**src/dmn_pkg.sv**
```systemverilog
// dmn_pkg: shared types, widths and helpers for the division magic number block
// used by division_magic_number and dmn_divider; no dependencies
`default_nettype none

package dmn_pkg;

  // fixed field widths
  localparam int DIVISOR_W = 31;
  localparam int MULT_W    = 32;
  localparam int SHIFT_W   = 6;
  localparam int LOG_W     = 5;

  // bits retired per cycle by the log scan
  localparam int SCAN_STEP = 4;

  // sequencer states, one-hot
  typedef enum logic [7:0] {
    S_IDLE    = 8'b00000001,
    S_LOG     = 8'b00000010,
    S_SETUP   = 8'b00000100,
    S_DIV_LO  = 8'b00001000,
    S_SWAP    = 8'b00010000,
    S_DIV_HI  = 8'b00100000,
    S_HI_LOAD = 8'b01000000,
    S_REDUCE  = 8'b10000000
  } dmn_state_t;

  // control from the sequencer to the divider
  typedef struct packed {
    logic clear;
    logic step;
    logic bit_in;
  } dmn_div_ctrl_t;

  // bit length of a 4-bit value
  function automatic logic [2:0] bitlen4(input logic [3:0] v);
    logic [2:0] n;
    begin
      if (v[3]) begin
        n = 3'd4;
      end else if (v[2]) begin
        n = 3'd3;
      end else if (v[1]) begin
        n = 3'd2;
      end else if (v[0]) begin
        n = 3'd1;
      end else begin
        n = 3'd0;
      end
      return n;
    end
  endfunction

endpackage

`default_nettype wire

```
**src/dmn_divider.sv**
```systemverilog
// dmn_divider: bit-serial restoring divider, one dividend bit per step
// depends on dmn_pkg for widths and the control struct
`default_nettype none

module dmn_divider
  import dmn_pkg::*;
#(
  parameter int QUOT_W = 33
) (
  input  wire logic                 clk,
  input  wire dmn_div_ctrl_t        ctrl,
  input  wire logic [DIVISOR_W-1:0] divisor,
  output logic      [QUOT_W-1:0]    quotient
);

  logic [DIVISOR_W-1:0] rem_r, rem_nxt;
  logic [QUOT_W-1:0]    quot_r, quot_nxt;
  logic [DIVISOR_W:0]   trial;
  logic [DIVISOR_W:0]   diff;
  logic                 ge;

  // shared compare and subtract
  always_comb begin
    trial = {rem_r, ctrl.bit_in};
    diff  = trial - {1'b0, divisor};
    ge    = (trial >= {1'b0, divisor});
  end

  // remainder and quotient update
  always_comb begin
    rem_nxt  = rem_r;
    quot_nxt = quot_r;
    if (ctrl.clear) begin
      rem_nxt  = '0;
      quot_nxt = '0;
    end else if (ctrl.step) begin
      rem_nxt  = ge ? diff[DIVISOR_W-1:0] : trial[DIVISOR_W-1:0];
      quot_nxt = {quot_r[QUOT_W-2:0], ge};
    end
  end

  always_ff @(posedge clk) begin
    rem_r  <= rem_nxt;
    quot_r <= quot_nxt;
  end

  assign quotient = quot_r;

endmodule

`default_nettype wire

```
**src/division_magic_number.sv**
```systemverilog
// Magic constants for signed division by a positive constant divisor. A transaction on
// the input takes the divisor; one result follows with the low 32 bits of the upper-bound
// multiplier, the final post shift and ceil(log2 d). One divisor is processed at a time:
// in_stall is high from acceptance until the result is placed in the output register,
// which can hold a finished result while the next divisor is accepted. The two long
// divisions run one dividend bit per cycle through a single shared 32-bit compare/subtract
// unit, preceded by a log scan of four bits per cycle and followed by one bound-halving
// step per cycle. Divisor zero yields all-zero fields.
`default_nettype none

module division_magic_number
  import dmn_pkg::*;
#(
  parameter int PRECISION_BITS = 31
) (
  input  wire logic                       clk,
  input  wire logic                       rst_n,
  input  wire logic                       in_valid,
  output logic                            in_stall,
  input  wire logic [DIVISOR_W-1:0]       in_divisor,
  output logic                            out_valid,
  input  wire logic                       out_stall,
  output logic signed [MULT_W-1:0]        out_magic_multiplier,
  output logic signed [SHIFT_W-1:0]       out_post_shift,
  output logic        [LOG_W-1:0]         out_ceiling_log
);

  // quotient width: bounds stay below 2^(P+1)+2, at least a full multiplier wide
  localparam int QUOT_W = (PRECISION_BITS + 2 > MULT_W) ? PRECISION_BITS + 2 : MULT_W;
  // dividend bit index width: top bit is P + l
  localparam int TOP_W  = $clog2(PRECISION_BITS + 32);

  dmn_state_t state_r, state_nxt;

  logic [DIVISOR_W-1:0]      d_r, d_nxt;
  logic [DIVISOR_W-1:0]      scan_r, scan_nxt;
  logic [LOG_W-1:0]          l_r, l_nxt;
  logic                      zero_r, zero_nxt;
  logic [TOP_W-1:0]          top_r, top_nxt;
  logic [TOP_W-1:0]          cnt_r, cnt_nxt;
  logic [QUOT_W-1:0]         lo_r, lo_nxt;
  logic [QUOT_W-1:0]         hi_r, hi_nxt;
  logic signed [SHIFT_W-1:0] sh_r, sh_nxt;

  logic                      out_valid_r, out_valid_nxt;
  logic signed [MULT_W-1:0]  mult_out_r, mult_out_nxt;
  logic signed [SHIFT_W-1:0] shift_out_r, shift_out_nxt;
  logic [LOG_W-1:0]          log_out_r, log_out_nxt;

  dmn_div_ctrl_t             div_ctrl;
  logic [QUOT_W-1:0]         quot;
  logic                      in_take;
  logic                      out_free;
  logic                      keep_halving;

  assign in_take  = in_valid && (state_r == S_IDLE);
  assign out_free = !out_valid_r || !out_stall;

  // shared divider
  dmn_divider #(
    .QUOT_W (QUOT_W)
  ) u_div (
    .clk      (clk),
    .ctrl     (div_ctrl),
    .divisor  (d_r),
    .quotient (quot)
  );

  // halving condition for the reduction loop
  assign keep_halving = ((lo_r >> 1) < (hi_r >> 1)) && (sh_r > $signed(SHIFT_W'(1)));

  // sequencer
  always_comb begin
    state_nxt     = state_r;
    d_nxt         = d_r;
    scan_nxt      = scan_r;
    l_nxt         = l_r;
    zero_nxt      = zero_r;
    top_nxt       = top_r;
    cnt_nxt       = cnt_r;
    lo_nxt        = lo_r;
    hi_nxt        = hi_r;
    sh_nxt        = sh_r;
    out_valid_nxt = out_valid_r && out_stall;
    mult_out_nxt  = mult_out_r;
    shift_out_nxt = shift_out_r;
    log_out_nxt   = log_out_r;
    div_ctrl      = '0;

    case (state_r)
      S_IDLE: begin
        if (in_take) begin
          d_nxt     = in_divisor;
          scan_nxt  = in_divisor - DIVISOR_W'(1);
          zero_nxt  = (in_divisor == '0);
          l_nxt     = '0;
          state_nxt = S_LOG;
        end
      end
      // bit length of d-1, four bits per cycle
      S_LOG: begin
        if ((scan_r >> SCAN_STEP) != '0) begin
          scan_nxt = scan_r >> SCAN_STEP;
          l_nxt    = l_r + LOG_W'(SCAN_STEP);
        end else begin
          l_nxt     = l_r + LOG_W'(bitlen4(scan_r[3:0]));
          state_nxt = S_SETUP;
        end
      end
      S_SETUP: begin
        div_ctrl.clear = 1'b1;
        top_nxt        = TOP_W'(PRECISION_BITS) + TOP_W'(l_r);
        cnt_nxt        = TOP_W'(PRECISION_BITS) + TOP_W'(l_r);
        state_nxt      = S_DIV_LO;
      end
      // dividend 2^top
      S_DIV_LO: begin
        div_ctrl.step   = 1'b1;
        div_ctrl.bit_in = (cnt_r == top_r);
        cnt_nxt         = cnt_r - TOP_W'(1);
        if (cnt_r == '0) begin
          state_nxt = S_SWAP;
        end
      end
      S_SWAP: begin
        lo_nxt         = quot;
        div_ctrl.clear = 1'b1;
        cnt_nxt        = top_r;
        state_nxt      = S_DIV_HI;
      end
      // dividend 2^top + 2^l
      S_DIV_HI: begin
        div_ctrl.step   = 1'b1;
        div_ctrl.bit_in = (cnt_r == top_r) || (cnt_r == TOP_W'(l_r));
        cnt_nxt         = cnt_r - TOP_W'(1);
        if (cnt_r == '0) begin
          state_nxt = S_HI_LOAD;
        end
      end
      // last quotient bit has landed
      S_HI_LOAD: begin
        hi_nxt    = quot;
        sh_nxt    = $signed({1'b0, l_r});
        state_nxt = S_REDUCE;
      end
      // halve both bounds while they stay apart and the shift exceeds one, then load the result once the output is free
      S_REDUCE: begin
        if (keep_halving) begin
          lo_nxt = lo_r >> 1;
          hi_nxt = hi_r >> 1;
          sh_nxt = sh_r - SHIFT_W'(1);
        end else if (out_free) begin
          out_valid_nxt = 1'b1;
          mult_out_nxt  = zero_r ? '0 : $signed(hi_r[MULT_W-1:0]);
          shift_out_nxt = zero_r ? '0 : sh_r - SHIFT_W'(1);
          log_out_nxt   = zero_r ? '0 : l_r;
          state_nxt     = S_IDLE;
        end
      end
      default: begin
        state_nxt = S_IDLE;
      end
    endcase
  end

  // control registers
  always_ff @(posedge clk) begin
    if (!rst_n) begin
      state_r     <= S_IDLE;
      out_valid_r <= 1'b0;
    end else begin
      state_r     <= state_nxt;
      out_valid_r <= out_valid_nxt;
    end
  end

  // datapath registers
  always_ff @(posedge clk) begin
    d_r         <= d_nxt;
    scan_r      <= scan_nxt;
    l_r         <= l_nxt;
    zero_r      <= zero_nxt;
    top_r       <= top_nxt;
    cnt_r       <= cnt_nxt;
    lo_r        <= lo_nxt;
    hi_r        <= hi_nxt;
    sh_r        <= sh_nxt;
    mult_out_r  <= mult_out_nxt;
    shift_out_r <= shift_out_nxt;
    log_out_r   <= log_out_nxt;
  end

  // ports
  assign in_stall             = (state_r != S_IDLE);
  assign out_valid            = out_valid_r;
  assign out_magic_multiplier = mult_out_r;
  assign out_post_shift       = shift_out_r;
  assign out_ceiling_log      = log_out_r;

`ifndef ASSERT_OFF
  // an accepted divisor always starts the log scan
  a_accept_starts: assert property (@(posedge clk) disable iff (!rst_n)
    in_valid && !in_stall |=> state_r == S_LOG)
    else $error("accepted divisor did not start the log scan");

  // a new result only appears from the reduction step
  a_result_source: assert property (@(posedge clk) disable iff (!rst_n)
    $rose(out_valid_r) |-> $past(state_r) == S_REDUCE)
    else $error("result loaded outside reduction");

  // the bit counter never runs past the top dividend bit
  a_cnt_bound: assert property (@(posedge clk) disable iff (!rst_n)
    state_r == S_DIV_LO || state_r == S_DIV_HI |-> cnt_r <= top_r)
    else $error("division bit counter out of range");

  // final shift stays within the range -1 to 30
  a_shift_range: assert property (@(posedge clk) disable iff (!rst_n)
    out_valid_r |-> shift_out_r >= -6'sd1 && shift_out_r <= 6'sd30)
    else $error("post shift out of range");
`endif

endmodule

`default_nettype wire
```
**config.mk**
```make
export PLATFORM = sky130hd
export DESIGN_NAME = division_magic_number
export DESIGN_NICKNAME = d
export VERILOG_FILES = /design/src/dmn_pkg.sv /design/src/dmn_divider.sv /design/src/division_magic_number.sv
export SDC_FILE = /design/constraint.sdc
export NUM_CORES = 1
export LEC_CHECK = 0
export BUFFER_PORTS_ARGS = -buffer_cell sky130_fd_sc_hd__clkbuf_2
export CORE_UTILIZATION = 50
export CTS_BUF_LIST = sky130_fd_sc_hd__clkbuf_2
export DETAILED_ROUTE_END_ITERATION = 10
export PLACE_DENSITY = 0.68
export SLEW_MARGIN = 20
export SYNTH_ARGS = -nofsm -noshare
export SYNTH_HDL_FRONTEND = slang
export SYNTH_SLANG_ARGS = --single-unit
export TNS_END_PERCENT = 5
```
**constraint.sdc**
```tcl
create_clock -name clk -period 5.25 [get_ports clk]
set_input_delay 0.525 -clock clk [delete_from_list [all_inputs] [get_ports clk]]
set_output_delay 0.525 -clock clk [all_outputs]
set_load 0.02 [all_outputs]
```
==> flow_summary.json <==
{
  "status": "finished, final reports clean",
  "clkSinkCount": 267,
  "initial_utilization_pct": 50.9,
  "path_cells": "or4_1, nor3_1, nand3_1, o41ai_1, nand2_1, ha_1, inv_1, fa_1, a21oi_2, o221ai_2, a21o_1, a211o_2, a2111oi_4, o31ai_4, inv_2, or3_1, a21oi_1",
  "pre_cts_slack_ps": 673,
  "ys_warn_count": 0,
  "critPathKind": "flop to flop",
  "dp.final_hpwl_um": 20900,
  "hp-class": "primary input to flop",
  "netlist_top_cells_area": "edfxtp_1 (43%), dfxtp_1 (11%), nand2_1 (7.0%)",
  "ys_ff_latch": 267,
  "rows": 60,
  "power.density_nw_per_um2": 293,
  "yosysTopAreaCellShare_pct": 42.6,
  "setup_slack_ps": 553,
  "finalHoldViolCount": 0,
  "gr-total-overflow": 0,
  "die_y_um": 167,
  "design_area_um2": 15400,
  "cp_data_arrival_time_ps": 5450,
  "grt_max_degree": 85,
  "synthFlopType": "edfxtp_1",
  "antenna_found_initial": 2,
  "vdd_drop_max_uv": 183,
  "drc": 0,
  "syn_to_final_growth_pct": 12.5,
  "cts_root_buf": "clkbuf_2",
  "die_area_um2": 28000,
  "fmax_mhz": 213,
  "pwr-share-clk_pct": 31.3,
  "yosysTopAreaCell": "edfxtp_1",
  "wire_per_inst_um": 15.8,
  "crit_path_end_kind": "flop",
  "drt_iter0_drc": 687,
  "whs_ps": 86.2,
  "synth_edf_count": 194,
  "drv_cap": 0,
  "ys_seq_area_share_pct": 53.3,
  "utilization_pct": 57.2,
  "syn_nets": 1490,
  "slew_violations": 0,
  "cts_tree": "built",
  "drive_above_1_share_pct": 14.7,
  "routed_wl_um": 30400,
  "synth_cell_type_count": 72,
  "io_buffers": 79,
  "vias": 10600,
  "synth-async-reset-ratio_pct": 0,
  "grt_setup_unrepaired": "false",
  "cp_slowest_cell": "or4_1",
  "synth_area_um2": 13700,
  "syn_inst": 1380,
  "post_layout_nonfiller_instances": 1918,
  "maxSlewHeadroom_pct": 35.7,
  "ant_nets": 0,
  "power_frac_seq_pct": 54.7,
  "power_switching_mw": 1.30,
  "dpl.cell_count": 1762,
  "gp_congestion": 0.899,
  "p_int_mw": 3.21,
  "nets": 1636,
  "coreArea_um2": 26900,
  "grt_pass1_wl_um": 50700,
  "io_pins": 80,
  "finalSetupViolations": 0,
  "clkSlewWorstSetupHoldPaths_ps": 110,
  "finalSetupTns_ps": 0,
  "post-route-period-util_pct": 89.5,
  "dieWidth_um": 167,
  "critPathRequiredTime_ps": 6000,
  "clock_path_buffers": 3,
  "grt_pass1_vias": 10500,
  "grt_usage_pct": 22.2,
  "leakagePower_nw": 6.23,
  "p_comb_share_pct": 13.9,
  "skew_ps": 58.6,
  "cts_resized": 0,
  "fin_crit_ps": 4700,
  "start_kind": "flop",
  "worst_slew_pin_slew_ps": 964,
  "synth_area_per_cell_um2": 9.91,
  "cpPeakStageDelay_ps": 570,
  "numCtsBuffers": 70,
  "placed_cell_area_um2": 14400,
  "htree_num_levels": 3,
  "swShare_pct": 28.8,
  "path_max_fanout": 15,
  "finalPower_mw": 4.51,
  "firstDrtPassIters": 5,
  "via_per_inst": 5.51,
  "clock_latency_ps": 850
}
## synthesized netlist by cell type (3+ instances only)
cell type  count
a211oi_1      10
a21o_1        14
a21oi_1       60
a21oi_2        3
a22oi_1        3
a311oi_1       3
a31oi_1       16
a32oi_1        3
and2_1         5
and3_1         6
and4_1         3
clkbuf_1      50
dfxtp_1       73
edfxtp_1     194
ha_1          73
inv_1         86
mux2i_1       14
nand2_1      255
nand2b_1       8
nand3_1       25
nand3b_1       5
nand4_1        5
nor2_1       107
nor2b_1       13
nor3_1        23
nor4_1        15
o211ai_1       8
o21a_1        12
o21ai_0      137
o21ai_1        9
o221ai_1       3
o31ai_1        3
or2_2          3
or3_1         10
or4_1          3
xnor2_1       45
xor2_1        29
## per-layer routing
metal | track usage (%) | wire length, um | vias to the layer above
li1 | - | - | 5219
met1 | 28.6 | 13800 | 4962
met2 | 37.0 | 14300 | 317
met3 | 3.92 | 1510 | 69
met4 | 9.33 | 832 | 2
met5 | 0 | 13 | -
## kinds of logic (layout without fill, tap and decap cells)
logic type      count (synthesis)  in the layout  share of synthesized area [%]
fa+ha+maj                      75             75                           6.97
compound gates                310            310                           13.8
buf+inv                       141            336                           3.96
xor+xnor                       74             74                           4.74
mux                            17             17                           1.30
other cells                     0              2                              0
flops                         267            267                           53.3
simple gates                  496            496                           15.9
## flip-flops by register name, summed over array words and instances (netlist names), 8 cells and up
signal / count
u_div.quotient: 33
hi_r: 33
u_div.rem_r: 31
d_r: 31
state_r: 8
out_magic_multiplier: 32
scan_r: 31
lo_r: 32
## worst paths after layout
check             slack (ps)               start  cells after the start                 end
setup / recovery         550          state_r[6]                     17     u_div.rem_r[28]
hold / removal            90           out_stall                      3           out_valid
setup reg to reg         550          state_r[6]                     17     u_div.rem_r[28]
hold reg to reg          460  u_div.quotient[18]                      2  u_div.quotient[19]
## power by group through the flow
stage               Combinational (mW)  Sequential, mW  Clock [mW]
global route                     0.703            2.48        1.57
detailed placement               0.603            2.52           0
floorplan                        0.439            2.50           0
global placement                 0.592            2.51           0
CTS                              0.627            2.47        1.46
finish                           0.628            2.47        1.41
## worst max-delay path, delay by kind of cell (launching register included)
family | cells | cell delay [ps]
AO/OA/AOI/OAI | 8 | 1960
AND/OR/NAND/NOR | 5 | 1560
adder cells (fa/ha/maj) | 2 | 440
flip-flops | 1 | 360
buffers and inverters | 2 | 320
## repair_timing
item                       4_1_cts  5_1_grt
hold buffers                    33        0
buffers inserted                 0        0
setup endpoints to repair        0        0
hold endpoints to repair        35        0
## layout make-up
class | count | area, um2
Inverter | 87 | 327
Clock inverter | 18 | 103
Fill cell | 2340 | 11500
Sequential cell | 267 | 7290
Antenna cell | 2 | 5.00
Multi-Input combinational cell | 972 | 5880
Timing Repair Buffer | 128 | 846
Clock buffer | 103 | 515
Tap cell | 341 | 427
## placed cells by master (no fill, tap or decap), types with 25 or more instances in the layout
cell type / synthesis / layout
a21oi_1: 60 / 59
inv_1: 86 / 86
ha_1: 73 / 73
nand2_1: 255 / 255
nor2_1: 107 / 105
clkbuf_2: 0 / 182
dlygate4sd3_1: 0 / 33
xnor2_1: 45 / 45
nand3_1: 25 / 25
dfxtp_1: 73 / 73
edfxtp_1: 194 / 194
xor2_1: 29 / 29
o21ai_0: 137 / 136
Power figures use the tool's default switching activity.
